[config.mk]
export PLATFORM = sky130hd
export DESIGN_NAME = ttcw_ctrl
export DESIGN_NICKNAME = d
export VERILOG_FILES = /design/src/design/ttcw_pkg.sv /design/src/design/ttcw_ctrl.sv
export SDC_FILE = /design/constraint.sdc
export NUM_CORES = 1
export LEC_CHECK = 0
export BUFFER_PORTS_ARGS = -buffer_cell sky130_fd_sc_hd__buf_2
export CORE_AREA = 2 2 104 106
export CTS_CLUSTER_DIAMETER = 50
export CTS_CLUSTER_SIZE = 10
export DETAILED_ROUTE_END_ITERATION = 10
export DIE_AREA = 0 0 106 108
export SYNTH_ARGS = -nofsm -noshare
export SYNTH_HDL_FRONTEND = slang
export SYNTH_SLANG_ARGS = --single-unit
[constraint.sdc]
create_clock -name clk -period 3 [get_ports clk]
set_input_delay 0.6 -clock clk [delete_from_list [all_inputs] [get_ports clk]]
set_output_delay 0.6 -clock clk [all_outputs]
set_load 0.05 [all_outputs]
[src/design/ttcw_pkg.sv]
// Shared types and constants for the text terminal character writer.
// Depends on nothing; imported by ttcw_ctrl, the top level and the testbench.
package ttcw_pkg;

  localparam logic [1:0] KIND_CHAR = 2'd0;
  localparam logic [1:0] KIND_TICK = 2'd1;
  localparam logic [1:0] KIND_READ = 2'd2;

  localparam logic [7:0] CH_NEWLINE   = 8'h0A;
  localparam logic [7:0] CH_RETURN    = 8'h0D;
  localparam logic [7:0] CH_BACKSPACE = 8'h08;
  localparam logic [7:0] CH_SPACE     = 8'h20;

  typedef enum logic [2:0] {
    ST_CLEAR,
    ST_IDLE,
    ST_READ,
    ST_WIPE,
    ST_DONE
  } ttcw_state_t;

  typedef struct packed {
    logic [5:0] cursor_col;
    logic [5:0] cursor_row;
    logic [5:0] view_row;
    logic [5:0] oldest_row;
    logic       cursor_visible;
    logic [7:0] cell_char;
  } ttcw_result_t;

endpackage

[src/design/ttcw_ctrl.sv]
// Sequencer of the text terminal: cursor registers, clearing pass, line wipe
// and write and read access to the character store. Depends on ttcw_pkg.
module ttcw_ctrl #(
  parameter int COLUMNS = 40,
  parameter int ROWS    = 64,
  parameter int AW      = 12
) (
  input  logic                  clk,
  input  logic                  rst,
  input  logic                  in_valid,
  output logic                  in_stall,
  input  logic [1:0]            kind,
  input  logic [7:0]            char_code,
  input  logic [5:0]            read_col,
  input  logic [5:0]            read_row,
  input  logic                  slot_free,
  output logic                  res_valid,
  output ttcw_pkg::ttcw_result_t res,
  output logic                  mem_we,
  output logic [AW-1:0]         mem_addr,
  output logic [7:0]            mem_wdata,
  input  logic [7:0]            mem_rdata
);
  import ttcw_pkg::*;

  localparam int CW  = $clog2(COLUMNS);
  localparam int CCW = $clog2(COLUMNS + 1);
  localparam int RW  = $clog2(ROWS);
  localparam logic [CCW-1:0] COL_MAX   = CCW'(COLUMNS);
  localparam logic [CCW-1:0] COL_LAST  = CCW'(COLUMNS - 1);
  localparam logic [CW-1:0]  WIPE_LAST = CW'(COLUMNS - 1);
  localparam logic [RW-1:0]  ROW_LAST  = RW'(ROWS - 1);

  ttcw_state_t    state, state_next;
  logic [CCW-1:0] col, col_next;
  logic [RW-1:0]  row, row_next;
  logic [RW-1:0]  view, view_next;
  logic [RW-1:0]  oldest, oldest_next;
  logic           blink, blink_next;
  logic [7:0]     cell_byte, cell_byte_next;
  logic [CW-1:0]  wipe_col, wipe_col_next;
  logic [AW-1:0]  clr_addr, clr_addr_next;

  logic          accept;
  logic          is_char, is_tick, is_read;
  logic          is_nl, is_cr, is_bs, is_print;
  logic          read_ok;
  logic [RW-1:0] row_inc;
  logic [RW-1:0] oldest_inc;
  logic          wraps;

  assign accept   = in_valid && !in_stall;
  assign is_char  = kind == KIND_CHAR;
  assign is_tick  = kind == KIND_TICK;
  assign is_read  = kind == KIND_READ;
  assign is_nl    = char_code == CH_NEWLINE;
  assign is_cr    = char_code == CH_RETURN;
  assign is_bs    = char_code == CH_BACKSPACE;
  assign is_print = !is_nl && !is_cr && !is_bs;
  assign read_ok  = ({3'b000, read_col} < 9'(COLUMNS)) && ({3'b000, read_row} < 9'(ROWS));
  assign row_inc    = (row == ROW_LAST) ? '0 : row + RW'(1);
  assign oldest_inc = (oldest == ROW_LAST) ? '0 : oldest + RW'(1);
  assign wraps      = row_inc == oldest;

  always_comb begin
    state_next = state;
    case (state)
      ST_CLEAR: begin
        if (clr_addr == '1) begin
          state_next = ST_IDLE;
        end
      end
      ST_IDLE: begin
        if (accept) begin
          if (is_char && is_nl && wraps) begin
            state_next = ST_WIPE;
          end else if (is_read && read_ok) begin
            state_next = ST_READ;
          end else begin
            state_next = ST_DONE;
          end
        end
      end
      ST_READ: begin
        state_next = ST_DONE;
      end
      ST_WIPE: begin
        if (wipe_col == WIPE_LAST) begin
          state_next = ST_DONE;
        end
      end
      ST_DONE: begin
        if (slot_free) begin
          state_next = ST_IDLE;
        end
      end
      default: begin
        state_next = ST_IDLE;
      end
    endcase
  end

  always_comb begin
    in_stall  = state != ST_IDLE;
    res_valid = state == ST_DONE;
    mem_we    = 1'b0;
    mem_addr  = {row, col[CW-1:0]};
    mem_wdata = char_code;
    case (state)
      ST_CLEAR: begin
        mem_we    = 1'b1;
        mem_addr  = clr_addr;
        mem_wdata = '0;
      end
      ST_IDLE: begin
        if (accept && is_char && is_print && (col < COL_MAX)) begin
          mem_we = 1'b1;
        end else if (accept && is_read) begin
          mem_addr = {RW'(read_row), CW'(read_col)};
        end
      end
      ST_WIPE: begin
        mem_we    = 1'b1;
        mem_addr  = {row, wipe_col};
        mem_wdata = CH_SPACE;
      end
      default: begin
        mem_we = 1'b0;
      end
    endcase
  end

  always_comb begin
    col_next       = col;
    row_next       = row;
    view_next      = view;
    oldest_next    = oldest;
    blink_next     = blink;
    cell_byte_next = cell_byte;
    wipe_col_next  = wipe_col;
    clr_addr_next  = clr_addr + AW'(1);
    case (state)
      ST_IDLE: begin
        if (accept) begin
          cell_byte_next = '0;
          if (is_char) begin
            blink_next = 1'b1;
            if (is_nl) begin
              row_next      = row_inc;
              col_next      = '0;
              view_next     = row_inc;
              wipe_col_next = '0;
              if (wraps) begin
                oldest_next = oldest_inc;
              end
            end else if (is_cr) begin
              col_next = '0;
            end else if (is_bs) begin
              if (col inside {CCW'(0), COL_MAX}) begin
                col_next = COL_LAST;
              end else begin
                col_next = col - CCW'(1);
              end
            end else begin
              if (col < COL_MAX) begin
                col_next = col + CCW'(1);
              end
              view_next = row;
            end
          end else if (is_tick) begin
            blink_next = !blink;
          end
        end
      end
      ST_READ: begin
        cell_byte_next = mem_rdata;
      end
      ST_WIPE: begin
        wipe_col_next = wipe_col + CW'(1);
      end
      default: begin
        cell_byte_next = cell_byte;
      end
    endcase
  end

  always_ff @(posedge clk) begin
    if (rst) begin
      state    <= ST_CLEAR;
      col      <= '0;
      row      <= '0;
      view     <= '0;
      oldest   <= RW'(1);
      blink    <= 1'b1;
      clr_addr <= '0;
    end else begin
      state    <= state_next;
      col      <= col_next;
      row      <= row_next;
      view     <= view_next;
      oldest   <= oldest_next;
      blink    <= blink_next;
      clr_addr <= clr_addr_next;
    end
    cell_byte <= cell_byte_next;
    wipe_col  <= wipe_col_next;
  end

  assign res.cursor_col     = 6'(col);
  assign res.cursor_row     = 6'(row);
  assign res.view_row       = 6'(view);
  assign res.oldest_row     = 6'(oldest);
  assign res.cursor_visible = blink;
  assign res.cell_char      = cell_byte;

endmodule

* Word-level counts from Yosys, hierarchy flattened *
Index checks and enable logic that the tools add are counted.

operators by class
  $add $sub $neg = 6
  mux-type cells = 31
  reduce and logical (&&, ||, !) cells = 32
  $lt $le $gt $ge = 2
  equal/unequal tests = 24

operators with widths
  kind                   count
  $mux 6                 13
  $pmux 12 s3            1
  $pmux 8 s2             2
  $add 6x1->6 const B    4
  $eq 6x6->1 const B     4
  $eq 8x4->1 const B     3
  $mux 12                2
  $mux 3                 6
  $ne 2x2->1 const B     8
  $reduce_and 4->1       4
  $pmux 3 s5             1
  $add 12x1->12 const B  1
  $eq 12x12->1 const B   1
  $lt 6x6->1 const B     2
  $pmux 6 s2             1
  $logic_and 1x1->1      10
  $reduce_and 5->1       2
  $mux 8                 1
  $reduce_bool 2->1      4
  $eq 3x2->1 const B     2
  $eq 6x6->1             1
  $logic_not 6->1        1
  $sub 6x1->6 const B    1
  $logic_not 1->1        5
  13 further kinds       15

word-level totals
  register bits = 54
  bits of input ports = 34
  word-level logic and storage cells = 104

* Logic depth before layout (Yosys ltp) *
Gate-level depths: netlist of run 1.

  depth in word-level cells = 8
  mapped depth = 8

* Worst setup path before layout of run 1 *
Ideal clock, no wire load.

  path type = reg-to-output
  start point = register state[2]
  end point = output mem_addr[7]
  data required time = 2400 ps
  buffers on the path = 1
  path slack = 30 ps
  cell stages (with the launch flop) = 8
  arrival = 2370 ps
  cell sequence = dfxtp_1 nor3b_1 buf_2 and2_1 nand2_1 a21boi_0 nor2_1 a21oi_1

on the way
  word-level cells in the longest chain between the ends = 8

RTL lines
  what                             line              text
  from (decl)                      ttcw_ctrl.sv:34   ttcw_state_t state, state_next;
  from (signal assigned)           ttcw_ctrl.sv:197  state <= state_next;
  $ne 3x1->1                       ttcw_ctrl.sv:104  in_stall = state != ST_IDLE;
  $logic_not 1->1                  ttcw_ctrl.sv:52   assign accept = in_valid && !in_stall;
  $logic_and 1x1->1                ttcw_ctrl.sv:52
  $logic_and 1x1->1 (3 in series)  ttcw_ctrl.sv:116  if (accept && is_char && is_print && (col < COL_MAX)) begin
  $mux 12                          ttcw_ctrl.sv:116
  $pmux 12 s3 (*)                  ttcw_ctrl.sv:109  case (state)
  to (decl)                        ttcw_ctrl.sv:20   output logic [AW-1:0] mem_addr,

Mark *: on every way between the ends. The rest lies on a longest branch, timed or not.

* Worst setup path in the final report of run 1 *
  start point = input char_code[5]
  end point = output mem_we

on the way
  word-level cells in the longest chain between the ends = 8

RTL lines
  what                                  line                              text
  from (decl)                           ttcw_ctrl.sv:13                   input logic [7:0] char_code,
  $eq 8x4->1, on equally long branches  ttcw_ctrl.sv:56, ttcw_ctrl.sv:57
  $logic_not 1->1                       ttcw_ctrl.sv:59                   assign is_print = !is_nl && !is_cr && !is_bs;
  $logic_and 1x1->1                     ttcw_ctrl.sv:59
  $logic_and 1x1->1 (*)                 ttcw_ctrl.sv:59
  $logic_and 1x1->1 (*) (2 in series)   ttcw_ctrl.sv:116
  $mux 1 (*)                            ttcw_ctrl.sv:116
  $pmux 1 s2 (*)                        ttcw_ctrl.sv:109
  to (decl)                             ttcw_ctrl.sv:19                   output logic mem_we,

Marks and branches as above.

==> impl_metrics.xml, run 1 <==
<?xml version="1.0" encoding="UTF-8"?>
<metrics>
  <group name="run_status">
    <metric name="outcome" unit="">complete, no violations</metric>
  </group>
  <group name="logic_synthesis">
    <metric name="synth.yosys.seq_area_share" unit="">0.3432</metric>
    <metric name="synth_cells" unit="">468</metric>
    <metric name="synth_top_area_frac" unit="">0.2250</metric>
    <metric name="synth.ff_latch_count" unit="">54</metric>
    <metric name="synth-warning-count" unit="">0</metric>
    <metric name="asyncSetResetFlopFracSynth" unit="">0</metric>
    <metric name="post_synth_main_area_contributors" unit="">dfxtp_1, edfxtp_1, a21oi_1, nor2_1, nand2_1</metric>
    <metric name="synth_area_per_cell" unit="um2">7.603</metric>
    <metric name="synth_fp_nets" unit="">509</metric>
    <metric name="postSynth.topFlopCell" unit="">dfxtp_1</metric>
    <metric name="synthDominantAreaCellType" unit="">dfxtp_1</metric>
    <metric name="synthesis.area" unit="um2">3558</metric>
    <metric name="synth-edff-count" unit="">14</metric>
    <metric name="post_synth_num_cell_types" unit="">66</metric>
  </group>
  <group name="pwr">
    <metric name="sequentialPowerShare" unit="">0.597</metric>
    <metric name="net-switching-power" unit="mW">0.3129</metric>
    <metric name="pwr-share-clk" unit="">0.341</metric>
    <metric name="internal_power_of_the_cells" unit="mW">0.9444</metric>
    <metric name="p_sw_frac" unit="">0.2489</metric>
    <metric name="comb_power_share" unit="">0.062</metric>
    <metric name="highest_ir_drop_seen_on_vdd" unit="mV">0.1746</metric>
    <metric name="power_density" unit="nW/um2">296.2</metric>
    <metric name="power_leakage" unit="nW">1.709</metric>
  </group>
  <group name="detailed_routing">
    <metric name="detailedRoute.firstIterationViolations" unit="">202</metric>
    <metric name="via_per_inst" unit="">5.295</metric>
    <metric name="post_drt_wl_per_cell" unit="um">14.57</metric>
    <metric name="wl" unit="um">10020</metric>
    <metric name="drt_pre_antenna_iters" unit="">5</metric>
    <metric name="drc_errors" unit="">0</metric>
    <metric name="num_vias" unit="">3643</metric>
    <metric name="antenna_left" unit="">0</metric>
  </group>
  <group name="clocking">
    <metric name="tritoncts_num_sinks" unit="">54</metric>
    <metric name="max-clock-path-buffers" unit="">2</metric>
    <metric name="htree_levels" unit="">2</metric>
    <metric name="cts_root_buffer" unit="">clkbuf_8</metric>
    <metric name="insertion_delay" unit="ns">0.31</metric>
    <metric name="cts_inserted_buffers" unit="">5</metric>
    <metric name="cts_tree" unit="">built</metric>
    <metric name="cts.clk_slew.worst_paths" unit="ns">0.10</metric>
    <metric name="ctsHoldBuffers" unit="">0</metric>
  </group>
  <group name="cells_and_area">
    <metric name="area_growth" unit="%">19.30</metric>
    <metric name="postLayoutCellArea" unit="um2">4245</metric>
    <metric name="n_antenna_cell" unit="">0</metric>
    <metric name="finalNetCount" unit="">592</metric>
    <metric name="share_of_post_route_cells_with_drive_strength_above_1" unit="">0.2228</metric>
  </group>
  <group name="placed_design">
    <metric name="place_worst_setup_slack" unit="ns">0.2416</metric>
    <metric name="post_dp_cell_area" unit="um2">4150</metric>
    <metric name="hpwl" unit="um">7456</metric>
    <metric name="place.port_buffers" unit="">89</metric>
    <metric name="gp_congestion" unit="">0.8642</metric>
  </group>
  <group name="die">
    <metric name="floorplan.initialDensity" unit="">0.3478</metric>
    <metric name="design.portCount" unit="">90</metric>
    <metric name="std_cell_rows" unit="">37</metric>
    <metric name="dieHeight" unit="um">108</metric>
    <metric name="floorplan.core_area" unit="um2">10230</metric>
    <metric name="die-area" unit="um2">11450</metric>
    <metric name="dieWidth" unit="um">106</metric>
  </group>
  <group name="sta">
    <metric name="max-slew-margin-rel" unit="">0.6254</metric>
    <metric name="fmax" unit="MHz">364.9</metric>
    <metric name="hold_slack" unit="ns">0.4695</metric>
    <metric name="worst_pin_slew" unit="ns">0.5598</metric>
    <metric name="unrepaired_setup_endpoints_after_global_routing" unit="">false</metric>
    <metric name="setup-tns-final" unit="ns">0</metric>
    <metric name="setup_viol_count_final" unit="">0</metric>
    <metric name="final_min_period_over_clock_period" unit="">0.9136</metric>
    <metric name="postLayoutSetupSlackWorst" unit="ns">0.2593</metric>
    <metric name="fin_skew" unit="ns">0.01100</metric>
    <metric name="timing_max_transition_violations_final" unit="">0</metric>
    <metric name="report.final.hold_viol_count" unit="">0</metric>
    <metric name="post-route-min-period" unit="ns">2.741</metric>
  </group>
  <group name="global_routing">
    <metric name="grt_pass1_vias" unit="">3295</metric>
    <metric name="grt_start_max_net_pins" unit="">37</metric>
    <metric name="gr-total-overflow" unit="">0</metric>
    <metric name="grt_util_all_layers" unit="">0.1692</metric>
    <metric name="grt_pass1_wl" unit="um">15830</metric>
    <metric name="grt_antenna_before_repair" unit="">0</metric>
  </group>
  <group name="critical_path">
    <metric name="regToRegStartpoint" unit="">row[3]$_SDFFE_PP0P_</metric>
    <metric name="worst_ep_required_time" unit="ns">2.40</metric>
    <metric name="end_kind" unit="">primary output</metric>
    <metric name="critical_path_source" unit="">char_code[5]</metric>
    <metric name="critical_path.max_fanout" unit="">7</metric>
    <metric name="crit_arrival" unit="ns">2.14</metric>
    <metric name="startpoint_type" unit="">input port</metric>
    <metric name="critical_setup_path_class" unit="">input port to primary output</metric>
  </group>
  <group name="run">
    <metric name="cap_viol_max_count" unit="">0</metric>
  </group>
  <group name="hold_path">
    <metric name="worst_hold_path_type" unit="">register to register</metric>
    <metric name="hp-start" unit="">view[5]$_SDFFE_PP0P_</metric>
  </group>
</metrics>
## kinds of logic (layout without fill, tap and decap cells)
kind of cell	after synthesis	in the layout	synth area share
muxes	5	5	0.01442
DFF	54	54	0.3432
and+or+nand+nor	224	224	0.3119
buffers and inverters	36	120	0.04571
adders and majority gates	7	7	0.02461
xor gates and xnor gates	21	21	0.05169
AOI/OAI and AO/OA	121	121	0.2085
## path summary, 6_finish.rpt
path	end	slack, ns	cells past startpoint
min reg2reg	view[5]$_SDFFE_PP0P_	0.47	2
min	view[5]$_SDFFE_PP0P_	0.47	2
max	mem_we	0.26	7
max reg2reg	oldest[5]$_SDFFE_PP0P_	0.53	6
## critical path: stages
cell	delay, ns
buf_2	0.13
nor4_4	0.44
nand2_1	0.15
nor2_1	0.32
nor3_1	0.11
a21o_1	0.18
buf_2	0.20
## cells in the final DEF (no fill, tap or decap), types with 11 or more instances in the layout
cell type and n:
buf_2 89, nor2_1 69, a21oi_1 53, nand2_1 51, dfxtp_1 40, o21ai_0 22
nand3_1 19, nor2b_1 15, edfxtp_1 14, buf_4 14, and2_1 13, nor3_1 13
xor2_1 11
## sequential cells by signal, indices dropped and copies added, names as in the netlist
register / count
cell_byte: 8
wipe_col: 6
oldest: 6
col: 6
row: 6
state: 3
blink: 1
view: 6
clr_addr: 12
## power by group through the flow
stage	combinational, mW	clock [mW]	sequential [mW]
after floorplan	0.0395	0	0.765
after global placement	0.0765	0	0.766
after detailed placement	0.0782	0	0.767
after CTS	0.0786	0.442	0.750
after global routing	0.0860	0.474	0.751
final	0.0780	0.429	0.750
## routing by layer
metal  wire length [um]  GRT usage  vias to the layer above
li1                   -          -                     1828
met1               4681     0.2322                     1699
met2               4665     0.2811                      110
met3                596    0.02532                        6
met4                 79    0.04135                        0
met5                  0          0                        -
## what timing repair did
action                     in CTS  in global routing
setup endpoints to repair       0                  1
resized for setup               0                  1
setup buffers                   0                  0
## per-stage QoR
stage | std cells | power [mW] | utilization
after detailed placement | 680 | 0.8448 | 0.4057
after CTS | 688 | 1.270 | 0.4147
after floorplan | 468 | 0.8050 | -
after global placement | 680 | 0.8427 | 0.4057
after global routing | 688 | 1.311 | 0.4149
final | 688 | 1.257 | 0.4149
## synthesized netlist by cell type, types with 8 or more instances
| cell type | n |
|---|---|
| a21oi_1 | 53 |
| a31oi_1 | 8 |
| and2_1 | 13 |
| clkbuf_1 | 18 |
| dfxtp_1 | 40 |
| edfxtp_1 | 14 |
| inv_1 | 8 |
| nand2_1 | 52 |
| nand3_1 | 19 |
| nor2_1 | 69 |
| nor2b_1 | 15 |
| nor3_1 | 13 |
| o21ai_0 | 22 |
| xnor2_1 | 10 |
| xor2_1 | 11 |
## cell type report
| cell class | instances | area (um2) |
|---|---|---|
| fill | 1029 | 5986 |
| multi-input combinational | 378 | 2177 |
| sequential | 54 | 1221 |
| timing repair buffer | 103 | 550.5 |
| tap | 136 | 170.2 |
| clock buffer | 5 | 68.82 |
| inverter | 9 | 33.78 |
| clock inverter | 3 | 23.77 |
No activity file was read; power rests on OpenSTA's default activity.
==> inputs of run 2 (changes only) <==
Settings changed: CORE_AREA 2 2 104 106 to 2 2 88 90, DIE_AREA 0 0 106 108 to 0 0 90 92, PLACE_DENSITY from default to 0.74.
==> run 2 against run 1 <==
Effect of this change:
- clock skew shrank 0.0045 ns
- die area fell by 28%
- wire length down 4.2%
- combinational power fell by 1%
- global-route usage is 6.2 points higher
- core utilization increased by 15 points
==> impl_metrics.xml, run 2 (synthesized netlist as in run 1, its figures left out) <==
<?xml version="1.0" encoding="UTF-8"?>
<metrics>
  <group name="detailed_routing">
    <metric name="num_vias" unit="">3701</metric>
    <metric name="antenna_left" unit="">0</metric>
    <metric name="detailedRoute.firstIterationViolations" unit="">255</metric>
    <metric name="drc_errors" unit="">0</metric>
    <metric name="wl" unit="um">9601</metric>
    <metric name="via_per_inst" unit="">5.668</metric>
    <metric name="post_drt_wl_per_cell" unit="um">14.70</metric>
    <metric name="drt_pre_antenna_iters" unit="">5</metric>
  </group>
  <group name="clocking">
    <metric name="cts_inserted_buffers" unit="">5</metric>
    <metric name="cts_root_buffer" unit="">clkbuf_8</metric>
    <metric name="cts_tree" unit="">built</metric>
    <metric name="max-clock-path-buffers" unit="">2</metric>
    <metric name="htree_levels" unit="">2</metric>
    <metric name="ctsHoldBuffers" unit="">0</metric>
    <metric name="cts.clk_slew.worst_paths" unit="ns">0.10</metric>
    <metric name="tritoncts_num_sinks" unit="">54</metric>
    <metric name="insertion_delay" unit="ns">0.30</metric>
  </group>
  <group name="critical_path">
    <metric name="end_kind" unit="">primary output</metric>
    <metric name="crit_buf_inv" unit="">2</metric>
    <metric name="cell_chain_of_the_critical_path" unit="">nor3b_1 &gt; and2_1 &gt; nand2_1 &gt; a21boi_0 &gt; buf_4 &gt; nor2_1 &gt; a21oi_1 &gt; buf_2</metric>
    <metric name="path_delay_family" unit="">simple AND/OR/NAND/NOR gates</metric>
    <metric name="critical_path.max_fanout" unit="">8</metric>
    <metric name="critical_setup_path_class" unit="">register to primary output</metric>
    <metric name="slowest_stage" unit="">dfxtp_1</metric>
    <metric name="crit_arrival" unit="ns">2.17</metric>
    <metric name="worst_ep_required_time" unit="ns">2.40</metric>
    <metric name="startpoint_type" unit="">register</metric>
    <metric name="crit_path_max_incr_delay" unit="ns">0.34</metric>
  </group>
  <group name="sta">
    <metric name="unrepaired_setup_endpoints_after_global_routing" unit="">false</metric>
    <metric name="hold_slack" unit="ns">0.4554</metric>
    <metric name="setup_viol_count_final" unit="">0</metric>
    <metric name="max-slew-margin-rel" unit="">0.5940</metric>
    <metric name="fin_skew" unit="ns">0.006499</metric>
    <metric name="report.final.hold_viol_count" unit="">0</metric>
    <metric name="worst_pin_slew" unit="ns">0.6067</metric>
    <metric name="fmax" unit="MHz">360.7</metric>
    <metric name="timing_max_transition_violations_final" unit="">0</metric>
    <metric name="post-route-min-period" unit="ns">2.772</metric>
    <metric name="setup-tns-final" unit="ns">0</metric>
    <metric name="final_min_period_over_clock_period" unit="">0.9241</metric>
  </group>
  <group name="placed_design">
    <metric name="dp.cells" unit="">645</metric>
    <metric name="gp_congestion" unit="">0.9603</metric>
    <metric name="hpwl" unit="um">7123</metric>
    <metric name="place.port_buffers" unit="">89</metric>
  </group>
  <group name="run">
    <metric name="cap_viol_max_count" unit="">0</metric>
  </group>
  <group name="cells_and_area">
    <metric name="layout_top_registers" unit="">clr_addr (12), cell_byte (8)</metric>
    <metric name="max_flop_register" unit="">clr_addr</metric>
    <metric name="layout.cells.most_common_list" unit="">buf_2, nor2_1, a21oi_1, nand2_1, dfxtp_1</metric>
    <metric name="share_of_post_route_cells_with_drive_strength_above_1" unit="">0.2196</metric>
    <metric name="layout.cells.non_filler" unit="">653</metric>
    <metric name="area_growth" unit="%">18.07</metric>
    <metric name="finish.utilization" unit="">0.5642</metric>
    <metric name="n_antenna_cell" unit="">0</metric>
    <metric name="final_common_cell" unit="">buf_2</metric>
    <metric name="number_of_flip_flops_in_the_largest_register" unit="">12</metric>
    <metric name="finalNetCount" unit="">591</metric>
  </group>
  <group name="pwr">
    <metric name="power_density" unit="nW/um2">299.9</metric>
    <metric name="net-switching-power" unit="mW">0.2923</metric>
    <metric name="comb_power_share" unit="">0.061</metric>
    <metric name="pwr-share-clk" unit="">0.344</metric>
    <metric name="power_leakage" unit="nW">1.709</metric>
    <metric name="highest_ir_drop_seen_on_vdd" unit="mV">0.1665</metric>
    <metric name="sequentialPowerShare" unit="">0.595</metric>
    <metric name="p_sw_frac" unit="">0.2320</metric>
    <metric name="internal_power_of_the_cells" unit="mW">0.9677</metric>
  </group>
  <group name="die">
    <metric name="dieHeight" unit="um">92</metric>
    <metric name="design.portCount" unit="">90</metric>
    <metric name="std_cell_rows" unit="">32</metric>
    <metric name="floorplan.core_area" unit="um2">7447</metric>
    <metric name="dieWidth" unit="um">90</metric>
    <metric name="die-area" unit="um2">8280</metric>
    <metric name="floorplan.initialDensity" unit="">0.4778</metric>
  </group>
  <group name="global_routing">
    <metric name="grt_antenna_before_repair" unit="">0</metric>
    <metric name="grt_start_max_net_pins" unit="">37</metric>
    <metric name="gr-total-overflow" unit="">0</metric>
    <metric name="grt_pass1_vias" unit="">3398</metric>
    <metric name="grt_util_all_layers" unit="">0.2310</metric>
    <metric name="grt_pass1_wl" unit="um">15980</metric>
  </group>
  <group name="hold_path">
    <metric name="worst_hold_path_type" unit="">register to register</metric>
  </group>
  <group name="run_status">
    <metric name="outcome" unit="">complete, no violations</metric>
  </group>
</metrics>
==> run 2: layout make-up <==
class	count	area (um2)
fillers	749	3246
multi-input cells	378	2175
flip-flops and latches	54	1221
repair buffers	102	545.5
well taps	102	127.6
clock buffers	6	82.58
inverters	9	33.78
clock inverters	2	16.27
==> run 2: worst reg2reg max path: cells and delay by family (launching register included) <==
kind / cells / cell delay, ns
compound gates: 3 / 0.69
fa+ha+maj: 1 / 0.36
simple gates: 3 / 0.98
flops: 1 / 0.52
==> run 2: per-layer routing <==
layer / part of all wire / global-route usage
met3: 0.061 / 0.03287
met2: 0.49 / 0.3929
met4: 0.019 / 0.06923
met5: 0 / 0
met1: 0.43 / 0.3061
==> run 2: repair_timing <==
item / 4_1_cts / 5_1_grt
gates resized for setup: 0 / 1
endpoints found under the setup margin: 0 / 1
setup buffers: 0 / 0
==> run 2: path summary, 6_finish.rpt <==
check,startpoint,end,slack (ns),cells after the start
worst max register to register,row[1]$_SDFFE_PP0P_,oldest[5]$_SDFFE_PP0P_,0.37,7
worst min register to register,view[5]$_SDFFE_PP0P_,view[5]$_SDFFE_PP0P_,0.46,2
worst min-delay path,view[5]$_SDFFE_PP0P_,view[5]$_SDFFE_PP0P_,0.46,2
worst max-delay path,state[0]$_SDFFE_PP0P_,mem_addr[9],0.23,8
==> run 2: metrics by stage <==
stage | total power, mW | setup WS, ns | cell area [um2]
after global placement | 0.8414 | 0.3694 | 4100
after CTS | 1.277 | 0.2063 | 4199
after floorplan | 0.8050 | 0.03049 | 3558
final | 1.260 | 0.2277 | 4202
after global routing | 1.312 | 0.009820 | 4202
after detailed placement | 0.8437 | 0.3053 | 4100
==> run 2: power groups by stage <==
stage	sequential [mW]	clock (mW)	combinational (mW)
floorplan	0.765	0	0.0395
global placement	0.766	0	0.0753
detailed placement	0.766	0	0.0773
CTS	0.750	0.450	0.0776
global route	0.751	0.478	0.0843
finish	0.750	0.433	0.0769
==> inputs of run 3 (changes only) <==
Settings changed: ABC_AREA from default to 1, CORE_AREA 2 2 88 90 to 2 2 87 89, DIE_AREA 0 0 90 92 to 0 0 89 91, PLACE_DENSITY 0.74 to 0.75.
==> run 3 against run 2 <==
Effect of this change:
- sequential power is 7.6% higher
- sequential cell count unchanged
- critical path type unchanged
- highest routed layer unchanged
- largest cell class unchanged
- die area is 2.2% lower
- non-clock buffer count is 10 lower
==> impl_metrics.xml, run 3 <==
<?xml version="1.0" encoding="UTF-8"?>
<metrics>
  <group name="placed_design">
    <metric name="gp_congestion" unit="">0.8901</metric>
    <metric name="place_worst_setup_slack" unit="ns">0.3540</metric>
    <metric name="place.port_buffers" unit="">89</metric>
    <metric name="post_dp_cell_area" unit="um2">4010</metric>
    <metric name="dp.cells" unit="">691</metric>
    <metric name="hpwl" unit="um">7242</metric>
  </group>
  <group name="sta">
    <metric name="report.final.hold_viol_count" unit="">0</metric>
    <metric name="hold_slack" unit="ns">0.4525</metric>
    <metric name="fin_skew" unit="ns">0.005604</metric>
    <metric name="max-slew-margin-rel" unit="">0.6503</metric>
    <metric name="final_min_period_over_clock_period" unit="">0.9396</metric>
    <metric name="postLayoutSetupSlackWorst" unit="ns">0.1811</metric>
    <metric name="timing_max_transition_violations_final" unit="">0</metric>
    <metric name="post-route-min-period" unit="ns">2.819</metric>
    <metric name="setup_viol_count_final" unit="">0</metric>
    <metric name="worst_pin_slew" unit="ns">0.5240</metric>
    <metric name="unrepaired_setup_endpoints_after_global_routing" unit="">false</metric>
    <metric name="fmax" unit="MHz">354.7</metric>
    <metric name="setup-tns-final" unit="ns">0</metric>
  </group>
  <group name="clocking">
    <metric name="cts.clk_slew.worst_paths" unit="ns">0.10</metric>
    <metric name="postCtsSetupBuffers" unit="">0</metric>
    <metric name="htree_levels" unit="">2</metric>
    <metric name="cts_inserted_buffers" unit="">5</metric>
    <metric name="cts_root_buffer" unit="">clkbuf_8</metric>
    <metric name="ctsHoldBuffers" unit="">0</metric>
    <metric name="cts_tree" unit="">built</metric>
    <metric name="insertion_delay" unit="ns">0.31</metric>
    <metric name="max-clock-path-buffers" unit="">2</metric>
    <metric name="tritoncts_num_sinks" unit="">54</metric>
  </group>
  <group name="cells_and_area">
    <metric name="finish.utilization" unit="">0.5749</metric>
    <metric name="layout.cells.non_filler" unit="">699</metric>
    <metric name="share_of_post_route_cells_with_drive_strength_above_1" unit="">0.2017</metric>
    <metric name="max_flop_register" unit="">clr_addr</metric>
    <metric name="layout_top_registers" unit="">clr_addr (12), cell_byte (8)</metric>
    <metric name="n_antenna_cell" unit="">0</metric>
    <metric name="area_growth" unit="%">17.74</metric>
    <metric name="layout.cells.most_common_list" unit="">buf_2, nand2_1, inv_1, nor2_1, a21oi_1</metric>
    <metric name="number_of_flip_flops_in_the_largest_register" unit="">12</metric>
    <metric name="final_common_cell" unit="">buf_2</metric>
    <metric name="nFillCells" unit="">740</metric>
    <metric name="finalNetCount" unit="">640</metric>
    <metric name="postLayoutCellArea" unit="um2">4103</metric>
  </group>
  <group name="critical_path">
    <metric name="critical_path.max_fanout" unit="">24</metric>
    <metric name="r2r_end" unit="">state[1]$_SDFFE_PP0P_</metric>
    <metric name="reg2regPathDepth" unit="">13</metric>
    <metric name="cp-endpoint" unit="">mem_addr[10]</metric>
    <metric name="crit_arrival" unit="ns">2.22</metric>
    <metric name="r2r_setup_slack" unit="ns">0.95</metric>
    <metric name="regToRegStartpoint" unit="">row[1]$_SDFFE_PP0P_</metric>
    <metric name="critical_setup_path_class" unit="">register to primary output</metric>
    <metric name="startpoint_type" unit="">register</metric>
    <metric name="worst_ep_required_time" unit="ns">2.40</metric>
    <metric name="end_kind" unit="">primary output</metric>
    <metric name="critical_path_source" unit="">state[0]$_SDFFE_PP0P_</metric>
  </group>
  <group name="pwr">
    <metric name="power_leakage" unit="nW">1.922</metric>
    <metric name="total_power" unit="mW">2.046</metric>
    <metric name="highest_ir_drop_seen_on_vdd" unit="mV">0.2202</metric>
    <metric name="power_density" unit="nW/um2">498.6</metric>
  </group>
  <group name="detailed_routing">
    <metric name="antenna_left" unit="">0</metric>
    <metric name="wl" unit="um">9465</metric>
    <metric name="detailedRoute.firstIterationViolations" unit="">210</metric>
    <metric name="drc_errors" unit="">0</metric>
    <metric name="drt_pre_antenna_iters" unit="">5</metric>
    <metric name="via_per_inst" unit="">5.210</metric>
    <metric name="post_drt_wl_per_cell" unit="um">13.54</metric>
    <metric name="num_vias" unit="">3642</metric>
  </group>
  <group name="global_routing">
    <metric name="grt_pass1_wl" unit="um">15680</metric>
    <metric name="grt_pass1_vias" unit="">3510</metric>
    <metric name="grt_util_all_layers" unit="">0.2409</metric>
    <metric name="gr-total-overflow" unit="">0</metric>
    <metric name="grt_antenna_before_repair" unit="">0</metric>
    <metric name="grt_start_max_net_pins" unit="">26</metric>
  </group>
  <group name="logic_synthesis">
    <metric name="asyncSetResetFlopFracSynth" unit="">0</metric>
    <metric name="synth.cells.most_frequent" unit="">nand2_1, inv_1, a21oi_1, nor2_1, o21ai_0</metric>
    <metric name="post_synth_main_area_contributors" unit="">dfxtp_1, edfxtp_1, nand2_1, a21oi_1, inv_1</metric>
    <metric name="post_synth_num_cell_types" unit="">39</metric>
    <metric name="synth-warning-count" unit="">0</metric>
    <metric name="synth_fp_nets" unit="">556</metric>
    <metric name="synth_area_per_cell" unit="um2">6.766</metric>
    <metric name="synth_most_common_cell" unit="">nand2_1</metric>
    <metric name="synth_cells" unit="">515</metric>
    <metric name="synth-edff-count" unit="">14</metric>
    <metric name="synth_top_area_frac" unit="">0.2298</metric>
    <metric name="synth.yosys.seq_area_share" unit="">0.3504</metric>
    <metric name="synthDominantAreaCellType" unit="">dfxtp_1</metric>
    <metric name="synth.ff_latch_count" unit="">54</metric>
    <metric name="synthesis.area" unit="um2">3485</metric>
    <metric name="postSynth.topFlopCell" unit="">dfxtp_1</metric>
  </group>
  <group name="die">
    <metric name="std_cell_rows" unit="">31</metric>
    <metric name="dieWidth" unit="um">89</metric>
    <metric name="floorplan.core_area" unit="um2">7137</metric>
    <metric name="die-area" unit="um2">8099</metric>
    <metric name="dieHeight" unit="um">91</metric>
    <metric name="floorplan.initialDensity" unit="">0.4883</metric>
    <metric name="design.portCount" unit="">90</metric>
  </group>
  <group name="run">
    <metric name="cap_viol_max_count" unit="">0</metric>
  </group>
  <group name="hold_path">
    <metric name="hold_path_depth" unit="">2</metric>
    <metric name="worst_hold_path_type" unit="">register to register</metric>
  </group>
  <group name="run_status">
    <metric name="outcome" unit="">complete, no violations</metric>
  </group>
</metrics>
[run 3: cell count changes in the layout (fill, tap and decap cells not counted), moves of 6 or more]
cell | before | now
a21oi_1 | 53 | 59
xnor2_1 | 10 | 4
nand3_1 | 19 | 32
o21ai_0 | 22 | 50
nor2_1 | 69 | 59
nand2_1 | 52 | 86
nor2b_1 | 15 | 0
inv_1 | 8 | 78
and3_1 | 7 | 1
o22ai_1 | 7 | 0
buf_4 | 13 | 3
and2_1 | 13 | 1
[run 3: how the worst min path moves through the flow]
stage,from,end,slack (ns)
finish,view[3]$_SDFFE_PP0P_,view[3]$_SDFFE_PP0P_,0.45
floorplan,clr_addr[0]$_SDFF_PP0_,clr_addr[0]$_SDFF_PP0_,0.43
detailed placement,view[5]$_SDFFE_PP0P_,view[5]$_SDFFE_PP0P_,0.44
CTS,view[5]$_SDFFE_PP0P_,view[5]$_SDFFE_PP0P_,0.46
global placement,view[3]$_SDFFE_PP0P_,view[3]$_SDFFE_PP0P_,0.44
global route,view[2]$_SDFFE_PP0P_,view[2]$_SDFFE_PP0P_,0.48
[run 3: repair_timing]
action / in CTS / in global routing
hold endpoints to repair: 0 / 0
setup endpoints to repair: 0 / 12
resized for setup: 0 / 2
[run 3: final cells by class]
type                       count  area [um2]  share of cell area
multi-input combinational    362        1879              0.4581
clock buffer                   5       68.82             0.01677
tap                           99       123.9             0.03019
inverter                      84       322.8             0.07868
clock inverter                 3       16.27            0.003965
timing repair buffer          92       470.5              0.1147
sequential                    54        1221              0.2977
[run 3: kinds of logic (layout without fill, tap and decap cells)]
kind of cell | count (synthesis) | count (layout) | synth area share
compound gates | 131 | 131 | 0.2090
buf+inv | 99 | 184 | 0.1117
flops | 54 | 54 | 0.3504
fa+ha+maj | 7 | 7 | 0.02513
xor+xnor | 10 | 10 | 0.02513
simple gates | 214 | 214 | 0.2786
[run 3: layer usage]
metal  vias up  track usage  share of wire
met1      1611       0.3060           0.43
met4         0      0.09080          0.020
li1       1867            -              -
met5         -            0              0
met3        18      0.05455          0.076
met2       146       0.3937           0.47
[run 3: critical path: stages (launching register included)]
cell and delay (ns):
dfxtp_1 0.38, inv_2 0.06, nor2_4 0.14, nand2_4 0.16
nor2_4 0.17, nand2_4 0.17, a21oi_1 0.16, o21ai_0 0.08
o21ai_0 0.08, a21oi_1 0.06, o21ai_0 0.13, buf_2 0.32
[run 3: report_power, final]
| part | total, mW | switching, mW | internal, mW |
|---|---|---|---|
| clock | 0.409 | 0.248 | 0.161 |
| combinational | 0.830 | 0.664 | 0.166 |
| sequential | 0.807 | 0.0239 | 0.783 |
| total | 2.05 | 0.936 | 1.11 |
